`src/rtl/core/kr_pkg.sv`:
```
`timescale 1ns / 1ps

package kr_pkg;

    localparam int ENTRIES_DEF = 64;

    localparam logic [2:0] OP_INSERT = 3'd0;
    localparam logic [2:0] OP_DELETE = 3'd1;
    localparam logic [2:0] OP_SELECT = 3'd2;
    localparam logic [2:0] OP_UPDATE = 3'd3;

    localparam logic [2:0] ST_OK        = 3'd0;
    localparam logic [2:0] ST_EXISTS    = 3'd1;
    localparam logic [2:0] ST_NOT_FOUND = 3'd2;
    localparam logic [2:0] ST_INVALID   = 3'd3;
    localparam logic [2:0] ST_FULL      = 3'd4;

    // request token walking the cell chain
    typedef struct packed {
        logic               valid;
        logic [2:0]         operation;
        logic signed [31:0] key;
        logic [63:0]        name_word;
        logic               hit;
        logic               free_found;
    } tok_t;

    // insert write-back broadcast to every cell
    typedef struct packed {
        logic               we;
        logic signed [31:0] key;
        logic [63:0]        name_word;
    } wr_t;

endpackage

```
`src/rtl/core/kr_cell.sv`:
```
`timescale 1ns / 1ps

module kr_cell #(
    parameter int ENTRIES = kr_pkg::ENTRIES_DEF,
    parameter int INDEX   = 0,
    localparam int IDX_W  = (ENTRIES > 1) ? $clog2(ENTRIES) : 1
) (
    input  logic              clk,
    input  logic              rst_n,
    input  logic              adv,
    input  kr_pkg::tok_t      tin,
    input  logic [IDX_W-1:0]  fidx_in,
    output kr_pkg::tok_t      tout,
    output logic [IDX_W-1:0]  fidx_out,
    input  kr_pkg::wr_t       wr,
    input  logic [IDX_W-1:0]  wr_idx
);

    localparam logic [IDX_W-1:0] IDX = IDX_W'(INDEX);

    logic               valid_reg, valid_next;
    logic signed [31:0] key_reg, key_next;
    logic [63:0]        name_reg, name_next;
    kr_pkg::tok_t       tok_reg, tok_next;
    logic [IDX_W-1:0]   fidx_reg, fidx_next;
    logic               match;

    assign match = valid_reg && (key_reg == tin.key);

    always_comb
    begin
        tok_next   = tin;
        fidx_next  = fidx_in;
        valid_next = valid_reg;
        key_next   = key_reg;
        name_next  = name_reg;
        if (tin.valid)
        begin
            if (match)
            begin
                tok_next.hit = 1'b1;
                case (tin.operation)
                    kr_pkg::OP_SELECT: tok_next.name_word = name_reg;
                    kr_pkg::OP_DELETE: valid_next = 1'b0;
                    kr_pkg::OP_UPDATE: name_next = tin.name_word;
                    default: ;
                endcase
            end
            if (!valid_reg && !tin.free_found)
            begin
                tok_next.free_found = 1'b1;
                fidx_next           = IDX;
            end
        end
        if (wr.we && (wr_idx == IDX))
        begin
            valid_next = 1'b1;
            key_next   = wr.key;
            name_next  = wr.name_word;
        end
    end

    always_ff @(posedge clk or negedge rst_n)
    begin
        if (!rst_n)
        begin
            valid_reg <= 1'b0;
            tok_reg   <= '0;
        end
        else if (adv)
        begin
            valid_reg <= valid_next;
            tok_reg   <= tok_next;
        end
    end

    always_ff @(posedge clk)
    begin
        if (adv)
        begin
            key_reg  <= key_next;
            name_reg <= name_next;
            fidx_reg <= fidx_next;
        end
    end

    assign tout     = tok_reg;
    assign fidx_out = fidx_reg;

endmodule

```
`config.mk`:
```
export PLATFORM = sky130hd
export DESIGN_NAME = kr_cell
export DESIGN_NICKNAME = d
export VERILOG_FILES = /design/src/rtl/core/kr_pkg.sv /design/src/rtl/core/kr_cell.sv
export SDC_FILE = /design/constraint.sdc
export NUM_CORES = 1
export LEC_CHECK = 0
export ABC_CLOCK_PERIOD_IN_PS = 11500
export BUFFER_PORTS_ARGS = -buffer_cell sky130_fd_sc_hd__buf_2
export CELL_PAD_IN_SITES_DETAIL_PLACEMENT = 1
export CELL_PAD_IN_SITES_GLOBAL_PLACEMENT = 1
export CORE_ASPECT_RATIO = 0.7
export CORE_MARGIN = 4
export CORE_UTILIZATION = 43
export DETAILED_ROUTE_END_ITERATION = 8
export PLACE_DENSITY = 0.91
export SYNTH_ARGS = -nofsm -noshare
export SYNTH_HDL_FRONTEND = slang
export SYNTH_SLANG_ARGS = --single-unit
```
`constraint.sdc`:
```
create_clock -name clk -period 11.5 [get_ports clk]
set_clock_uncertainty 0.2 [all_clocks]
set_input_delay 1.15 -clock clk [delete_from_list [all_inputs] [get_ports clk]]
set_output_delay 1.15 -clock clk [all_outputs]
set_load 0.005 [all_outputs]
```
==> results of run 1 <==
[worst min-delay path: cells and delay by family, from the launching register on]
kind / cells / cell delay, ps
and+or+nand+nor: 2 / 110
DFF: 1 / 340
[cells in the final DEF (no fill, tap or decap), types with 13 or more instances in the layout]
cell type,count
a221oi_2,60
xor2_1,15
buf_2,319
nor2_1,195
xnor2_1,13
clkbuf_16,21
mux2_2,100
edfxtp_1,102
dfrtp_1,103
buf_4,13
nand3_1,67
[per-stage QoR]
stage	total power, mW	utilization, %	setup slack, ps
after CTS	1.72	55.3	6190
after global placement	1.03	52.2	5870
after floorplan	0.918	-	3450
after detailed placement	1.04	52.2	5690
final	1.70	55.3	6250
after global routing	1.78	55.3	5940
[area by class of cell]
class                           instances  area [um^2]  area share, %
Multi-Input combinational cell        491         3660           30.4
Clock inverter                          7         83.8          0.696
Timing Repair Buffer                  332         1690           14.1
Antenna cell                            3         7.51         0.0623
Inverter                                8         32.5          0.270
Clock buffer                           30          579           4.81
Tap cell                              282          353           2.93
Sequential cell                       205         5640           46.8
[routing by layer]
layer,routed length [um],vias up,part of all wire [%]
met5,7,-,0.022
met4,943,2,3.0
met3,1950,63,6.3
met2,15200,288,49
met1,13100,3687,42
li1,-,3373,-
[synthesized netlist by cell type]
master / instances
a21boi_0: 1
a21o_1: 1
a21oi_1: 2
a221oi_1: 4
a221oi_2: 60
a222oi_1: 1
a31oi_1: 1
buf_1: 14
buf_2: 5
buf_6: 7
clkbuf_1: 35
dfrtp_1: 103
edfxtp_1: 102
inv_1: 8
mux2_2: 100
nand2_1: 4
nand3_1: 67
nand4_1: 3
nor2_1: 197
nor2b_1: 7
nor3_1: 2
nor3b_1: 2
nor4_1: 4
nor4b_1: 1
o2111ai_1: 1
o211ai_1: 1
o221a_2: 1
o32ai_1: 1
or4_1: 2
xnor2_1: 13
xor2_1: 15
[power groups by stage]
stage | logic, mW | registers, mW | clock network (mW)
after floorplan | 0.0732 | 0.845 | 0
after global placement | 0.186 | 0.842 | 0
after detailed placement | 0.194 | 0.844 | 0
after CTS | 0.196 | 0.830 | 0.694
after global routing | 0.211 | 0.834 | 0.734
final | 0.193 | 0.830 | 0.677
[cells by family after synthesis]
kind of cell           after synthesis  synth area share, %
flip-flops                         205                 58.9
AND/OR/NAND/NOR                    289                 12.8
AO/OA/AOI/OAI                       74                 10.6
buffers and inverters               69                 3.32
multiplexers                       100                 11.8
XOR/XNOR                            28                 2.56
[final timing paths]
check / to / depth (start not counted) / from
max: name_reg[7] / 8 / tin[74]
min: tout[43] / 2 / tout[43]
max reg2reg: name_reg[7] / 7 / key_reg[8]
min reg2reg: tout[43] / 2 / tout[43]
max in group asynchronous: tout[55] / 2 / rst_n
min in group asynchronous: tout[15] / 1 / rst_n
==> flow_metrics.tcl, run 1 <==
set metrics [dict create \
    status "finished, final reports clean" \
    crit_buf_inv 2 \
    gr-total-overflow 0 \
    start_util_pct 43.9 \
    synth_nets 979 \
    finalSetupTns_ps 0 \
    gp_congestion 0.813 \
    die_h_um 133 \
    fin_crit_sh_pct 45.7 \
    layout.nets 1273 \
    ir_worst_vdd_v 0.000100 \
    use_met3_pct 5.43 \
    period_minus_slack_ps 5250 \
    use_met2_pct 40.9 \
    min_path_type "flop to flop" \
    start_kind "input port" \
    slowest_stage "o32ai_4" \
    num_vias 7413 \
    post_cts_resize_count 0 \
    slew_headroom_pct 17.2 \
    nFillCells 2352 \
    rsz0062_at_grt "no" \
    clock_latency_ps 490 \
    ant_nets 0 \
    yosys_register_bits 205 \
    die-area_um2 24700 \
    layout-drive-gt1-share_pct 49.4 \
    tightest_slew_ps 1240 \
    tritoncts "yes" \
    wl_per_cell_um 22.9 \
    max_stage_delay_ps 1060 \
    core.rowCount 45 \
    seqPwrFrac_pct 48.8 \
    placed_cell_area_um2 11400 \
    boundaryPins 322 \
    clk_pin_slew_worst_paths_ps 60 \
    stdcell_count 1358 \
    drt_iter0_drc 422 \
    finalMaxSlewViolations 0 \
    synthTopCellsByArea "edfxtp_1, dfrtp_1, mux2_2" \
    fin_area_um2 12100 \
    drt_pass1_iterations 5 \
    max-clock-path-buffers 3 \
    p_int_mw 1.30 \
    fin_hold_ws_ps 286 \
    crit_chain "buf_2 -> xnor2_1 -> nand4_1 -> or4_1 -> nor2_4 -> a21boi_0 -> o32ai_4 -> buf_4" \
    top_usage_layer "met2" \
    grt_max_degree 76 \
    setup_viol 0 \
    switching_share_pct 23.7 \
    cp.arrival_ps 5170 \
    p_comb_share_pct 11.4 \
    yosysUniqueCellTypes 31 \
    yosys_warnings 0 \
    dpl.cell_count 1318 \
    r2r_slack_ps 6660 \
    ctsHoldBuffers 0 \
    grt_pass1_wl_um 47800 \
    io_buffers 321 \
    post_cts_buffers 0 \
    cts_made_buffers 21 \
    area_growth_pct 25.9 \
    power.switching_mw 0.403 \
    syn_inst 765 \
    timing_hold_violations_final 0 \
    cellPowerDensity_nw_per_um2 141 \
    worstSetupEndpointType "flop" \
    criticalPathCategory "input port to flop" \
    dpl.hpwl_um 21200 \
    worstPathRequired_ps 11420 \
    grt_use_total_pct 24.4 \
    vias_per_cell 5.46 \
    yosysTopAreaCell "edfxtp_1" \
    maxCapViolations 0 \
    drt_wl_total_um 31100 \
    syn_avg_cell_area_um2 12.5 \
    antenna_found_initial 4 \
    crit_family "simple AND/OR/NAND/NOR gates" \
    critPathMaxFanout 41 \
    core_um2 21800 \
    synth_top_area_share_pct 32.0 \
    fmax_mhz 190 \
    cellLeakagePower_nw 4.79 \
    die-width_um 186 \
    htree_levels 1 \
    cts_sinks 205 \
    use_met1_pct 32.0 \
    grt_pass1_vias 8157 \
    root_buffer "clkbuf_16" \
    p_clk_share_pct 39.8 \
    drc 0 \
    largest_reg_flops 102 \
    seq_area_frac_synth_pct 58.9 \
    syn_area_um2 9570 \
]
Power figures use the tool's default switching activity.
==> run 2, diff against run 1 <==
Settings changed: ABC_CLOCK_PERIOD_IN_PS 11500 to 5100, CORE_UTILIZATION 43 to 39, PLACE_DENSITY 0.91 to 0.85.
Clock period 11.5 ns to 5.1 ns, I/O delays scaled along.
==> run 2 against run 1 <==
Against the previous run: the flow now finishes with violations (hold timing); total power grew 140%; die area grew 9.7%; core utilization shrank 2.8 points; register-to-register slack lost 5200 ps; final cell count grew 5.2%; first-iteration DRC count shrank 5.2%; largest power group unchanged.
==> flow_metrics.tcl, run 2 (synthesized netlist as in run 1, its figures left out) <==
set metrics [dict create \
    status "finished, violations left" \
    failed_checks "hold timing" \
    antenna_found_initial 2 \
    cp.arrival_ps 3610 \
    grt_use_total_pct 22.7 \
    htree_levels 1 \
    r2r_end "name_reg[60]" \
    cellPowerDensity_nw_per_um2 322 \
    layout-drive-gt1-share_pct 48.6 \
    layout.nets 1308 \
    die-area_um2 27100 \
    die-width_um 195 \
    worstSetupEndpointType "flop" \
    criticalPathCategory "flop to flop" \
    ant_nets 0 \
    boundaryPins 322 \
    core.rowCount 47 \
    largest_reg_flops 102 \
    gr-total-overflow 0 \
    fmax_mhz 273 \
    clk_pin_slew_worst_paths_ps 60 \
    root_buffer "clkbuf_16" \
    cellLeakagePower_nw 4.99 \
    met3_length_um 1920 \
    vias_per_cell 5.27 \
    setup_viol 0 \
    r2r-start "key_reg[12]" \
    ctsHoldBuffers 32 \
    core_um2 23900 \
    endpoint "name_reg[60]" \
    ir_worst_vdd_v 0.000301 \
    drt_iter0_drc 400 \
    critPathMaxFanout 65 \
    area_growth_pct 31.1 \
    met1_length_um 14000 \
    clock_latency_ps 500 \
    worstPathRequired_ps 5040 \
    mostFrequentLayoutCells "buf_2, nor2_1, dfrtp_1, edfxtp_1, mux2_2" \
    maxCapViolations 0 \
    cts_sinks 205 \
    post_cts_resize_count 0 \
    top_layer "met5" \
    tritoncts "yes" \
    r2r_slack_ps 1430 \
    start_kind "flop" \
    grt_max_degree 75 \
    max-clock-path-buffers 3 \
    wl_per_cell_um 22.2 \
    period_minus_slack_ps 3670 \
    cts_made_buffers 22 \
    rsz0062_at_grt "no" \
    post_cts_buffers 0 \
    slew_headroom_pct 21.1 \
    tightest_slew_ps 1180 \
    min_path_type "input port to asynchronous set/reset pin" \
    start_util_pct 40.1 \
    dpl.hpwl_um 21000 \
    drc 0 \
    io_buffers 321 \
    dr_wl_met2_um 15000 \
    grt_pass1_vias 8132 \
    final_util_pct 52.5 \
    drt_pass1_iterations 4 \
    finalSetupTns_ps 0 \
    finalMaxSlewViolations 0 \
    mostFrequentLayoutCell "buf_2" \
    gp_congestion 0.800 \
    fin_hold_ws_ps -12.7 \
    die_h_um 139 \
    fin_crit_sh_pct 71.9 \
    ff2ff_path_depth 8 \
    startpoint "key_reg[12]" \
    num_vias 7523 \
    antennaDiodeCount 0 \
    grt_pass1_wl_um 49400 \
    p_total_mw 4.04 \
    timing_hold_violations_final 14 \
    drt_wl_total_um 31700 \
]
## run 2: cell count changes in the layout (fill, tap and decap cells not counted), moves of 2 or more
cell / change
dlygate4sd3_1: +32
diode_2: -3
clkbuf_1: -3
clkbuf_8: +2
clkbuf_16: +2
## run 2: area by class of cell
class | count | area (um^2)
fillers | 2595 | 11300
flip-flops and latches | 205 | 5640
multi-input cells | 491 | 3660
repair buffers | 366 | 2040
clock buffers | 31 | 646
well taps | 318 | 398
clock inverters | 9 | 123
inverters | 8 | 32.5
## run 2: worst max-delay path, stage by stage, from the launching register on
cell,delay (ps)
edfxtp_1,390
xor2_1,160
nor4_1,430
nand4_1,220
buf_4,380
nor4_1,490
a21boi_0,260
o32ai_4,340
buf_12,320
## run 2: layer usage
layer | vias to the layer above | track usage (%)
li1 | 3440 | -
met1 | 3746 | 32.3
met2 | 277 | 36.8
met3 | 56 | 4.47
met4 | 4 | 4.59
met5 | - | 0
## run 2: through the flow
stage | instances | cell area (um^2) | worst slack, ps
floorplan | 765 | 9580 | 21.0
global placement | 1356 | 11500 | 1380
detailed placement | 1356 | 11500 | 1160
CTS | 1428 | 12500 | 1410
global route | 1428 | 12500 | 1200
finish | 1428 | 12500 | 1430
## run 2: how the worst min path moves through the flow
stage                  start       end  slack, ps  cells after the start
CTS                    rst_n  tout[21]         20                      1
global placement    tout[36]  tout[36]        270                      2
floorplan              rst_n   tout[0]         10                      0
global route         tin[95]  tout[95]         50                      2
finish                 rst_n  tout[16]        -10                      1
detailed placement  tout[14]  tout[14]        280                      2
## run 2: where the power goes
group	switching [mW]	internal [mW]	total (mW)
registers	0.0485	1.82	1.87
logic	0.229	0.227	0.456
clock network	0.672	1.03	1.71
==> run 3, diff against run 2 <==
Settings changed: ABC_CLOCK_PERIOD_IN_PS 5100 to 3500.
Clock period 5.1 ns to 3.5 ns, I/O delays scaled along.
==> run 3 against run 2 <==
Against the previous run: the flow now finishes without violations; routed wire length rose by 28%; clock power rose by 40%; combinational power rose by 94%; total power rose by 49%; critical path depth rose by 1; via count rose by 18%; highest routed layer is now met4.
==> flow_metrics.tcl, run 3 (synthesized netlist as in run 1, its figures left out) <==
set metrics [dict create \
    ff2ff_path_depth 7 \
    vias_per_cell 5.46 \
    cellPowerDensity_nw_per_um2 416 \
    finalMaxSlewViolations 0 \
    cts_made_buffers 22 \
    hold_path_depth 2 \
    p_int_mw 4.52 \
    fin_crit_sh_pct 97.0 \
    tritoncts "yes" \
    drt_pass1_iterations 7 \
    timing_hold_violations_final 0 \
    period_minus_slack_ps 3400 \
    boundaryPins 322 \
    die-width_um 195 \
    clk_pin_slew_worst_paths_ps 60 \
    endpoint "tout[33]" \
    clock_latency_ps 500 \
    critPathMaxFanout 21 \
    ir_worst_vdd_v 0.000316 \
    worstSetupEndpointType "flop" \
    layout.nets 1497 \
    p_comb_share_pct 14.7 \
    ant_nets 0 \
    core.rowCount 47 \
    gp_congestion 0.791 \
    drt_iter0_drc 508 \
    grt_max_degree 67 \
    hold_start "wr[18]" \
    maxCapViolations 0 \
    start_kind "input port" \
    fmax_mhz 295 \
    status "finished, final reports clean" \
    seqPwrFrac_pct 45.6 \
    p_clk_share_pct 39.7 \
    grt_pass1_wl_um 61900 \
    htree_levels 1 \
    die-area_um2 27100 \
    drc 0 \
    largest_reg_flops 102 \
    drt_wl_total_um 40600 \
    root_buffer "clkbuf_16" \
    die_h_um 139 \
    worstPathRequired_ps 3670 \
    min_path_type "input port to flop" \
    grt_use_total_pct 29.1 \
    core_um2 23900 \
    wl_per_cell_um 25.0 \
    fin_hold_ws_ps 29.4 \
    startpoint "tin[93]" \
    grt_pass1_vias 10115 \
    switching_share_pct 24.8 \
    r2r_slack_ps 190 \
    r2r-start "key_reg[22]" \
    cp.arrival_ps 3560 \
    preCtsSetupSlack_ps 136 \
    layout-drive-gt1-share_pct 41.7 \
    cellLeakagePower_nw 5.79 \
    rsz0062_at_grt "no" \
    slew_headroom_pct 22.3 \
    layout_setup_ws_ps 104 \
    setup_viol 0 \
    antenna_found_initial 5 \
    mostFrequentLayoutCell "buf_2" \
    r2r_end "tout[33]" \
    max-clock-path-buffers 3 \
    tightest_slew_ps 1160 \
    io_buffers 321 \
    criticalPathCategory "input port to flop" \
    post_cts_buffers 0 \
    power.switching_mw 1.49 \
    gr-total-overflow 0 \
    dpl.hpwl_um 21600 \
    num_vias 8858 \
    area_growth_pct 51.2 \
    cts_sinks 205 \
    start_util_pct 40.1 \
    mostFrequentLayoutCells "buf_2, dlygate4sd3_1, nor2_1, dfrtp_1, edfxtp_1" \
]
run 3: layout make-up:
type	count	area [um^2]
fill	2472	9400
antenna	5	12.5
clock buffer	29	618
timing repair buffer	555	3990
sequential	205	5640
tap	318	398
clock inverter	11	105
inverter	8	31.3
multi-input combinational	491	3670
run 3: per-layer routing:
layer	vias to the layer above	GRT usage, %	wire length [um]
met1	4508	35.1	15700
li1	3826	-	-
met4	0	9.77	1350
met3	94	5.73	2480
met2	430	52.1	21000
met5	-	0	0
run 3: what timing repair did:
item / CTS / global route
endpoints found under the setup margin: 0 / 95
hold endpoints to repair: 243 / 0
hold buffers: 219 / 0
gates resized for setup: 0 / 1
run 3: how the worst min path moves through the flow:
stage	endpoint	slack, ps
final	name_reg[18]	30
after global routing	name_reg[18]	10
after CTS	name_reg[18]	4
after detailed placement	tout[8]	210
after global placement	tout[11]	200
after floorplan	tout[0]	-150
run 3: power by group through the flow:
stage	combinational, mW	clock, mW	sequential (mW)
floorplan	0.242	0	2.78
global placement	0.616	0	2.77
detailed placement	0.641	0	2.77
CTS	0.842	2.41	2.73
global route	0.945	2.52	2.75
finish	0.884	2.39	2.74
run 3: worst max-delay path: stages:
cell           delay, ps
dlygate4sd3_1        520
buf_2                140
xor2_1               180
nor4_1               570
nand4_1              280
or4_4                790
buf_12               260
a221oi_2             330
nor2_1               100
run 3: per-stage QoR:
step                      power [mW]  util, %  std cells  setup TNS [ps]  instance area (um^2)
final                           6.02     60.6       1622               0                 14500
after floorplan                 3.02        -        765          -11610                  9610
after global routing            6.22     60.6       1622               0                 14500
after detailed placement        3.42     48.3       1358               0                 11500
after CTS                       5.98     60.5       1617               0                 14500
after global placement          3.39     48.3       1358               0                 11500
